### config.mk
export PLATFORM = sky130hd
export DESIGN_NAME = murmur3_32_hash
export DESIGN_NICKNAME = d
export VERILOG_FILES = /design/src/hdl/mm3_pkg.sv /design/src/hdl/mm3_front.sv /design/src/hdl/mm3_fifo.sv /design/src/hdl/mm3_back.sv /design/src/hdl/murmur3_32_hash.sv
export VERILOG_INCLUDE_DIRS = /design/src /design/src/hdl
export SDC_FILE = /design/constraint.sdc
export NUM_CORES = 2
export LEC_CHECK = 0
export ABC_AREA = 1
export BUFFER_PORTS_ARGS = -buffer_cell sky130_fd_sc_hd__buf_2
export CAP_MARGIN = 20
export CORE_UTILIZATION = 45
export CTS_CLUSTER_DIAMETER = 120
export CTS_CLUSTER_SIZE = 14
export DETAILED_ROUTE_END_ITERATION = 8
export SETUP_SLACK_MARGIN = 0.1
export SLEW_MARGIN = 20
export SYNTH_ARGS = -nofsm -noshare
export SYNTH_HDL_FRONTEND = slang
export SYNTH_SLANG_ARGS = --single-unit
### constraint.sdc
create_clock -name clk -period 8.3 [get_ports clk]
set_input_delay 1.245 -clock clk [delete_from_list [all_inputs] [get_ports clk]]
set_output_delay 1.245 -clock clk [all_outputs]
set_load 0.02 [all_outputs]
### src/hdl/assert_macros.svh
// Assertion helpers shared by the RTL files.
`ifndef ASSERT_MACROS_SVH
`define ASSERT_MACROS_SVH
`ifndef SYNTHESIS
`define MM3_ASSERT(label, clk, rst_n, prop) \
	label: assert property (@(posedge clk) disable iff (!rst_n) prop) \
		else $error("mm3 assertion failed");
`define MM3_ASSERT_NEVER(label, clk, rst_n, cond) \
	`MM3_ASSERT(label, clk, rst_n, !(cond))
`else
`define MM3_ASSERT(label, clk, rst_n, prop)
`define MM3_ASSERT_NEVER(label, clk, rst_n, cond)
`endif
`endif

### src/hdl/mm3_pkg.sv
package mm3_pkg;

	localparam logic [31:0] MIX_C1  = 32'hcc9e2d51;
	localparam logic [31:0] MIX_C2  = 32'h1b873593;
	localparam logic [31:0] MIX_ADD = 32'he6546b64;
	localparam logic [31:0] FIN_M1  = 32'h85ebca6b;
	localparam logic [31:0] FIN_M2  = 32'hc2b2ae35;

	// Queue between front and back; depth must be a power of two.
	localparam int QDepth = 4;
	localparam int QAW    = $clog2(QDepth);
	localparam int QCW    = $clog2(QDepth + 1);

	typedef struct packed {
		logic       full;
		logic       last;
		logic [2:0] nbytes;
	} mm3_meta_t;

	typedef struct packed {
		logic [31:0] k;
		mm3_meta_t   meta;
	} mm3_item_t;

	function automatic logic [31:0] rotl(input logic [31:0] x, input int r);
		return (x << r) | (x >> (32 - r));
	endfunction

	function automatic logic [31:0] tail_mask(input logic [2:0] cnt);
		logic [31:0] m;
		case (cnt)
			3'd1: m = 32'h0000_00ff;
			3'd2: m = 32'h0000_ffff;
			3'd3: m = 32'h00ff_ffff;
			default: m = 32'h0000_0000;
		endcase
		return m;
	endfunction

endpackage

### src/hdl/mm3_front.sv
module mm3_front (
	input  logic                clk,
	input  logic                arst_n,
	input  logic                in_valid,
	output logic                in_ready,
	input  logic [31:0]         data_word,
	input  logic [2:0]          byte_count,
	input  logic                last_word,
	output logic                item_valid,
	output mm3_pkg::mm3_item_t  item,
	input  logic                item_ready
);
	import mm3_pkg::*;

	logic        v_s1, v_s2, v_s3;
	logic [31:0] k_s1, k_s2, k_s3;
	mm3_meta_t   meta_s1, meta_s2, meta_s3;
	logic        adv1, adv2, adv3;
	logic        full_in;
	mm3_meta_t   meta_in;

	assign adv3 = !v_s3 || item_ready;
	assign adv2 = !v_s2 || adv3;
	assign adv1 = !v_s1 || adv2;
	assign in_ready = adv1;

	// Anything but a short last word counts as four full bytes.
	assign full_in = !last_word || (byte_count >= 3'd4);
	always_comb begin
		meta_in.full   = full_in;
		meta_in.last   = last_word;
		meta_in.nbytes = full_in ? 3'd4 : byte_count;
	end

	always_ff @(posedge clk or negedge arst_n) begin
		if (!arst_n) begin
			v_s1 <= 1'b0;
			v_s2 <= 1'b0;
			v_s3 <= 1'b0;
		end else begin
			if (adv1) v_s1 <= in_valid;
			if (adv2) v_s2 <= v_s1;
			if (adv3) v_s3 <= v_s2;
		end
	end

	always_ff @(posedge clk) begin
		if (adv1 && in_valid) begin
			k_s1    <= full_in ? data_word : (data_word & tail_mask(byte_count));
			meta_s1 <= meta_in;
		end
		if (adv2 && v_s1) begin
			k_s2    <= k_s1 * MIX_C1;
			meta_s2 <= meta_s1;
		end
		if (adv3 && v_s2) begin
			k_s3    <= rotl(k_s2, 15) * MIX_C2;
			meta_s3 <= meta_s2;
		end
	end

	assign item_valid = v_s3;
	assign item.k     = k_s3;
	assign item.meta  = meta_s3;

endmodule

### src/hdl/mm3_fifo.sv
`include "assert_macros.svh"

module mm3_fifo (
	input  logic                clk,
	input  logic                arst_n,
	input  logic                push_valid,
	output logic                push_ready,
	input  mm3_pkg::mm3_item_t  push_item,
	output logic                pop_valid,
	input  logic                pop_ready,
	output mm3_pkg::mm3_item_t  pop_item
);
	import mm3_pkg::*;

	mm3_item_t        mem_q [QDepth];
	logic [QAW-1:0]   wr_q, rd_q;
	logic [QCW-1:0]   cnt_q;
	logic             push, pop;

	assign push_ready = (cnt_q != QCW'(QDepth));
	assign pop_valid  = (cnt_q != '0);
	assign push       = push_valid && push_ready;
	assign pop        = pop_valid && pop_ready;
	assign pop_item   = mem_q[rd_q];

	always_ff @(posedge clk or negedge arst_n) begin
		if (!arst_n) begin
			wr_q  <= '0;
			rd_q  <= '0;
			cnt_q <= '0;
		end else begin
			if (push) wr_q <= wr_q + QAW'(1);
			if (pop) rd_q <= rd_q + QAW'(1);
			if (push && !pop) begin
				cnt_q <= cnt_q + QCW'(1);
			end else if (pop && !push) begin
				cnt_q <= cnt_q - QCW'(1);
			end
		end
	end

	always_ff @(posedge clk) begin
		if (push) mem_q[wr_q] <= push_item;
	end

	`MM3_ASSERT_NEVER(a_cnt_bound, clk, arst_n, cnt_q > QCW'(QDepth))
	`MM3_ASSERT_NEVER(a_ptr_match, clk, arst_n, QAW'(wr_q - rd_q) != cnt_q[QAW-1:0])
	`MM3_ASSERT(a_cnt_up, clk, arst_n, (push && !pop) |=> (cnt_q == $past(cnt_q) + QCW'(1)))
	`MM3_ASSERT(a_cnt_down, clk, arst_n, (pop && !push) |=> (cnt_q == $past(cnt_q) - QCW'(1)))

endmodule

### src/hdl/mm3_back.sv
`include "assert_macros.svh"

module mm3_back (
	input  logic                clk,
	input  logic                arst_n,
	input  logic [31:0]         seed_value,
	input  logic                item_valid,
	output logic                item_ready,
	input  mm3_pkg::mm3_item_t  item,
	output logic                out_valid,
	input  logic                out_ready,
	output logic [31:0]         hash_value
);
	import mm3_pkg::*;

	logic [31:0] acc_q, total_q;
	logic        in_msg_q;
	logic [31:0] h_base, hx, hr, h_new, total_new, f;
	logic        pop;

	logic        v_s1, v_s2, v_s3, out_valid_q;
	logic [31:0] x_s1, x_s2, x_s3, hash_q;
	logic        rdy_s1, rdy_s2, rdy_s3, rdy_o;

	assign rdy_o  = !out_valid_q || out_ready;
	assign rdy_s3 = !v_s3 || rdy_o;
	assign rdy_s2 = !v_s2 || rdy_s3;
	assign rdy_s1 = !v_s1 || rdy_s2;

	assign item_ready = rdy_s1;
	assign pop        = item_valid && rdy_s1;

	// A new message starts from the seed; otherwise continue the running hash.
	assign h_base    = in_msg_q ? acc_q : seed_value;
	assign hx        = h_base ^ item.k;
	assign hr        = rotl(hx, 13);
	assign h_new     = item.meta.full ? ((hr << 2) + hr + MIX_ADD) : hx;
	assign total_new = total_q + {29'd0, item.meta.nbytes};
	assign f         = h_new ^ total_new;

	always_ff @(posedge clk or negedge arst_n) begin
		if (!arst_n) begin
			in_msg_q <= 1'b0;
			total_q  <= '0;
		end else if (pop) begin
			if (item.meta.last) begin
				in_msg_q <= 1'b0;
				total_q  <= '0;
			end else begin
				in_msg_q <= 1'b1;
				total_q  <= total_new;
			end
		end
	end

	always_ff @(posedge clk) begin
		if (pop && !item.meta.last) acc_q <= h_new;
	end

	always_ff @(posedge clk or negedge arst_n) begin
		if (!arst_n) begin
			v_s1        <= 1'b0;
			v_s2        <= 1'b0;
			v_s3        <= 1'b0;
			out_valid_q <= 1'b0;
		end else begin
			if (rdy_s1) v_s1 <= pop && item.meta.last;
			if (rdy_s2) v_s2 <= v_s1;
			if (rdy_s3) v_s3 <= v_s2;
			if (rdy_o) out_valid_q <= v_s3;
		end
	end

	always_ff @(posedge clk) begin
		if (pop && item.meta.last) x_s1 <= f ^ (f >> 16);
		if (rdy_s2 && v_s1) x_s2 <= x_s1 * FIN_M1;
		if (rdy_s3 && v_s2) x_s3 <= (x_s2 ^ (x_s2 >> 13)) * FIN_M2;
		if (rdy_o && v_s3) hash_q <= x_s3 ^ (x_s3 >> 16);
	end

	assign out_valid  = out_valid_q;
	assign hash_value = hash_q;

	`MM3_ASSERT(a_last_clears, clk, arst_n, (pop && item.meta.last) |=> (!in_msg_q && total_q == '0))
	`MM3_ASSERT(a_body_opens, clk, arst_n, (pop && !item.meta.last) |=> in_msg_q)
	`MM3_ASSERT(a_fin_hold, clk, arst_n, (v_s1 && !rdy_s2) |=> (v_s1 && $stable(x_s1)))

endmodule

### src/hdl/murmur3_32_hash.sv
// MurmurHash3 x86_32 over a stream of little-endian 32-bit words.
// Throughput: one word per cycle unless back-pressure stalls; the accumulator keeps pace.
// The last word runs through the word-scramble registers s1, s2 and s3, then the queue, and
// then the finalization registers x_s1, x_s2, x_s3 and hash_q before the hash is valid.
// Reset clears all pipelines, the queue and the message state; the seed resets to zero.
module murmur3_32_hash (
	input  logic        clk,
	input  logic        arst_n,
	input  logic        cfg_valid,
	output logic        cfg_ready,
	input  logic [31:0] seed,
	input  logic        in_valid,
	output logic        in_ready,
	input  logic [31:0] data_word,
	input  logic [2:0]  byte_count,
	input  logic        last_word,
	output logic        out_valid,
	input  logic        out_ready,
	output logic [31:0] hash_value
);
	import mm3_pkg::*;

	logic [31:0] seed_q;
	logic        f_valid, f_ready, b_valid, b_ready;
	mm3_item_t   f_item, b_item;

	assign cfg_ready = 1'b1;

	always_ff @(posedge clk or negedge arst_n) begin
		if (!arst_n) begin
			seed_q <= '0;
		end else if (cfg_valid) begin
			seed_q <= seed;
		end
	end

	mm3_front u_front (
		.clk        (clk),
		.arst_n     (arst_n),
		.in_valid   (in_valid),
		.in_ready   (in_ready),
		.data_word  (data_word),
		.byte_count (byte_count),
		.last_word  (last_word),
		.item_valid (f_valid),
		.item       (f_item),
		.item_ready (f_ready)
	);

	mm3_fifo u_fifo (
		.clk        (clk),
		.arst_n     (arst_n),
		.push_valid (f_valid),
		.push_ready (f_ready),
		.push_item  (f_item),
		.pop_valid  (b_valid),
		.pop_ready  (b_ready),
		.pop_item   (b_item)
	);

	mm3_back u_back (
		.clk        (clk),
		.arst_n     (arst_n),
		.seed_value (seed_q),
		.item_valid (b_valid),
		.item_ready (b_ready),
		.item       (b_item),
		.out_valid  (out_valid),
		.out_ready  (out_ready),
		.hash_value (hash_value)
	);

endmodule

==> results.py <==
metrics = {
    "outcome": {
        "run_status": "finished clean",
    },
    "clocking": {
        "clk-insertion-delay-late_ns": 0.62,
        "clock_tree_from_tritoncts": "yes",
        "numCtsBuffers": 42,
        "clk_path_buf_depth": 3,
        "holdBufCountCts": 0,
        "number_of_instances_resized_during_post_cts_repair": 0,
        "post_cts.repair.setup_buffers": 0,
        "tritoncts_num_sinks": 498,
        "clk_transition_reported_paths_ns": 0.07,
        "cts-htree-levels": 2,
        "clock_tree.root_cell": "clkbuf_16",
    },
    "sta": {
        "maxClockFrequency_mhz": 140,
        "relSlewSlack_pct": 26.4,
        "max_slew_violation_count": 0,
        "skew_final_ns": 0.0390,
        "final_hold_viol_count": 0,
        "worst_slew_pin_slew_ns": 1.10,
        "setup-tns-final_ns": 0,
        "timing.final.setup_violations": 0,
        "fin_crit_ns": 7.15,
        "grt_setup_unrepaired": "false",
        "post-route-period-util_pct": 86.1,
    },
    "synth": {
        "synth.avg_cell_area_um2": 9.61,
        "ys_top_cells_by_count": "inv_1, nand2_1, ha_1",
        "netlist_top_cells_area": "fa_1, edfxtp_1, ha_1",
        "postSynthRegisterBits": 498,
        "post_synth_inst_count": 5943,
        "synth-warning-count": 0,
        "netlist.top_cell.by_area": "fa_1",
        "synth_enable_flop_cells": 419,
        "yosysSeqAreaShare_pct": 25.5,
        "post-synth-top-area-fraction_pct": 25.7,
        "syn_area_um2": 57100,
        "synth_nets": 7572,
        "yosys.cell_count.top_type": "inv_1",
        "synth.distinct_cells": 51,
        "ys_dominant_reg_cell": "edfxtp_1",
        "async_flop_share_pct": 15.9,
    },
    "placed_design": {
        "portBuffers": 106,
        "hpwlAfterDp_um": 134000,
        "gp_routability_congestion": 0.966,
        "post-place-cells": 7677,
    },
    "finish": {
        "fill_cells": 11900,
        "share_of_layout_cells_above_drive_strength_1_pct": 3.68,
        "multiInputGateArea_um2": 36200,
        "syn2layout_area_growth_pct": 6.66,
        "postLayoutCoreUtil_pct": 48.4,
        "final_cells": 7742,
        "seq_area_um2": 14600,
        "diodes": 0,
        "final_net_count": 7700,
    },
    "grt": {
        "largest_net_degree_at_the_start_of_global_routing": 69,
        "initial_antenna_violation_count": 2,
        "grt_pass1_wl_um": 239000,
        "grt_overflow_total": 0,
        "global_route_usage_sum_pct": 24.8,
        "grt_pass1_vias": 39900,
    },
    "setup_path": {
        "cp_slowest_stage_delay_ns": 0.60,
        "critical-path-top-cell-by-count": "inv_1",
        "worstPathMaxFanout": 7,
        "data_required_critical_path_ns": 8.68,
        "worst_ep_arrival_time_ns": 7.52,
        "setup.worst_path.start_class": "flop",
        "endpoint_kind": "flop",
        "critPathKind": "flop to flop",
        "crit_path_top_delay_cell": "xor2_1",
        "reg2reg_slack_ns": 1.15,
        "rr_endpoint": "u_back.x_s3[30]",
        "timing.reg2reg.worst_path_depth": 28,
        "worstReg2RegStart": "u_back.x_s2[19]",
    },
    "floorplanning": {
        "floorplan.die.height_um": 358,
        "fp.dieW_um": 358,
        "num_rows": 130,
        "core_um2": 126000,
        "floorplan.die_area_um2": 128000,
        "num_io_pins": 108,
        "floorplan.initialDensity_pct": 45.4,
    },
    "route": {
        "final_antenna_net_count": 0,
        "initialDrtViolationCount": 2849,
        "avgRoutedWirePerCell_um": 20.0,
        "vias": 39200,
        "route.detailed.drc": 0,
        "firstDrtPassIters": 6,
        "routed_wl_um": 155000,
        "via_per_inst": 5.06,
    },
    "worst_hold_path": {
        "hold-path-endpoint": "u_front.meta_s2[4]",
        "hp-start": "u_front.meta_s1[4]",
        "hold-path-cell-count": 0,
        "hp_class": "flop to flop",
    },
    "flow_run": {
        "cap_violations": 0,
    },
}
-- worst max-delay path, delay by kind of cell, from the launching register on --
kind	cells	cell delay [ns]
flops	1	0.55
xor+xnor	1	0.60
buf+inv	7	0.41
simple gates	9	0.95
fa+ha+maj	9	3.93
compound gates	2	0.47
-- flip-flops by register name, indices dropped and copies added, names as in the netlist, 2 cells and up --
name               count
u_front.k_s3          32
u_back.acc_q          32
u_front.k_s1          32
u_back.x_s3           32
u_front.item           5
u_fifo.mem_q         148
u_back.total_q        32
u_back.hash_value     32
u_front.k_s2          32
seed_q                32
u_fifo.rd_q            2
u_back.x_s1           32
u_back.x_s2           32
u_fifo.wr_q            2
u_front.meta_s1        5
u_fifo.cnt_q           3
u_front.meta_s2        5
-- cell families (layout without fill, tap and decap cells) --
family,count (synthesis),in the layout,share of synthesized area [%]
buf+inv,1687,1836,11.2
fa+ha+maj,1556,1556,43.7
simple gates,1455,1455,10.6
compound gates,454,454,4.40
flops,498,498,25.5
xor+xnor,292,292,4.52
other cells,1,1,0.00657
-- area by class of cell --
class                           instances  area share [%]
Multi-Input combinational cell       3758            59.4
Sequential cell                       498            23.9
Inverter                             1637            10.1
Tap cell                             1650            3.39
Clock buffer                           62            1.92
Timing Repair Buffer                  134            1.22
Clock inverter                          3          0.0822
-- placed cells by master, fill, tap and decap left out, types with 16 or more instances in the layout --
cell type  count
fa_1         734
xnor2_1      107
nand2_1      883
o21ai_1       16
nor2_1       215
edfxtp_1     419
ha_1         822
buf_2        105
a21oi_1      160
o21bai_1      17
xor2_1       182
nand3b_1      20
buf_4         29
o22ai_1       32
nand4_1       41
inv_1       1630
clkbuf_1      16
dfrtp_1       78
nor3_1        44
nand3_1      212
o21ai_0      174
clkbuf_16     43
-- metal layers --
layer	wire length [um]	up-vias	track usage, %
li1	-	18700	-
met1	75500	19400	37.7
met2	67000	1007	37.4
met3	9650	126	3.72
met4	3000	0	4.85
met5	0	-	0
-- worst max path at each step --
stage,endpoint,cells past startpoint,slack [ns],start
finish,u_back.x_s3[30],28,1.15,u_back.x_s2[19]
floorplan,u_back.x_s3[30],28,1.88,u_back.x_s2[19]
global route,u_back.x_s3[30],28,0.76,u_back.x_s2[21]
global placement,u_front.k_s3[31],22,1.22,u_front.k_s2[21]
detailed placement,u_front.k_s3[31],23,1.18,u_front.k_s2[21]
CTS,u_front.k_s3[31],23,1.16,u_front.k_s2[21]
-- metrics by stage --
stage	hold WS, ns	area (um2)	worst slack [ns]
after CTS	0.413	60900	1.16
after global routing	0.430	60900	0.757
after detailed placement	0.405	59700	1.18
after floorplan	0.400	57100	1.88
final	0.406	60900	1.15
after global placement	0.403	59700	1.22
Power is not shown: default switching activity piles up to over one toggle a cycle in this logic, so the estimate is an artifact.
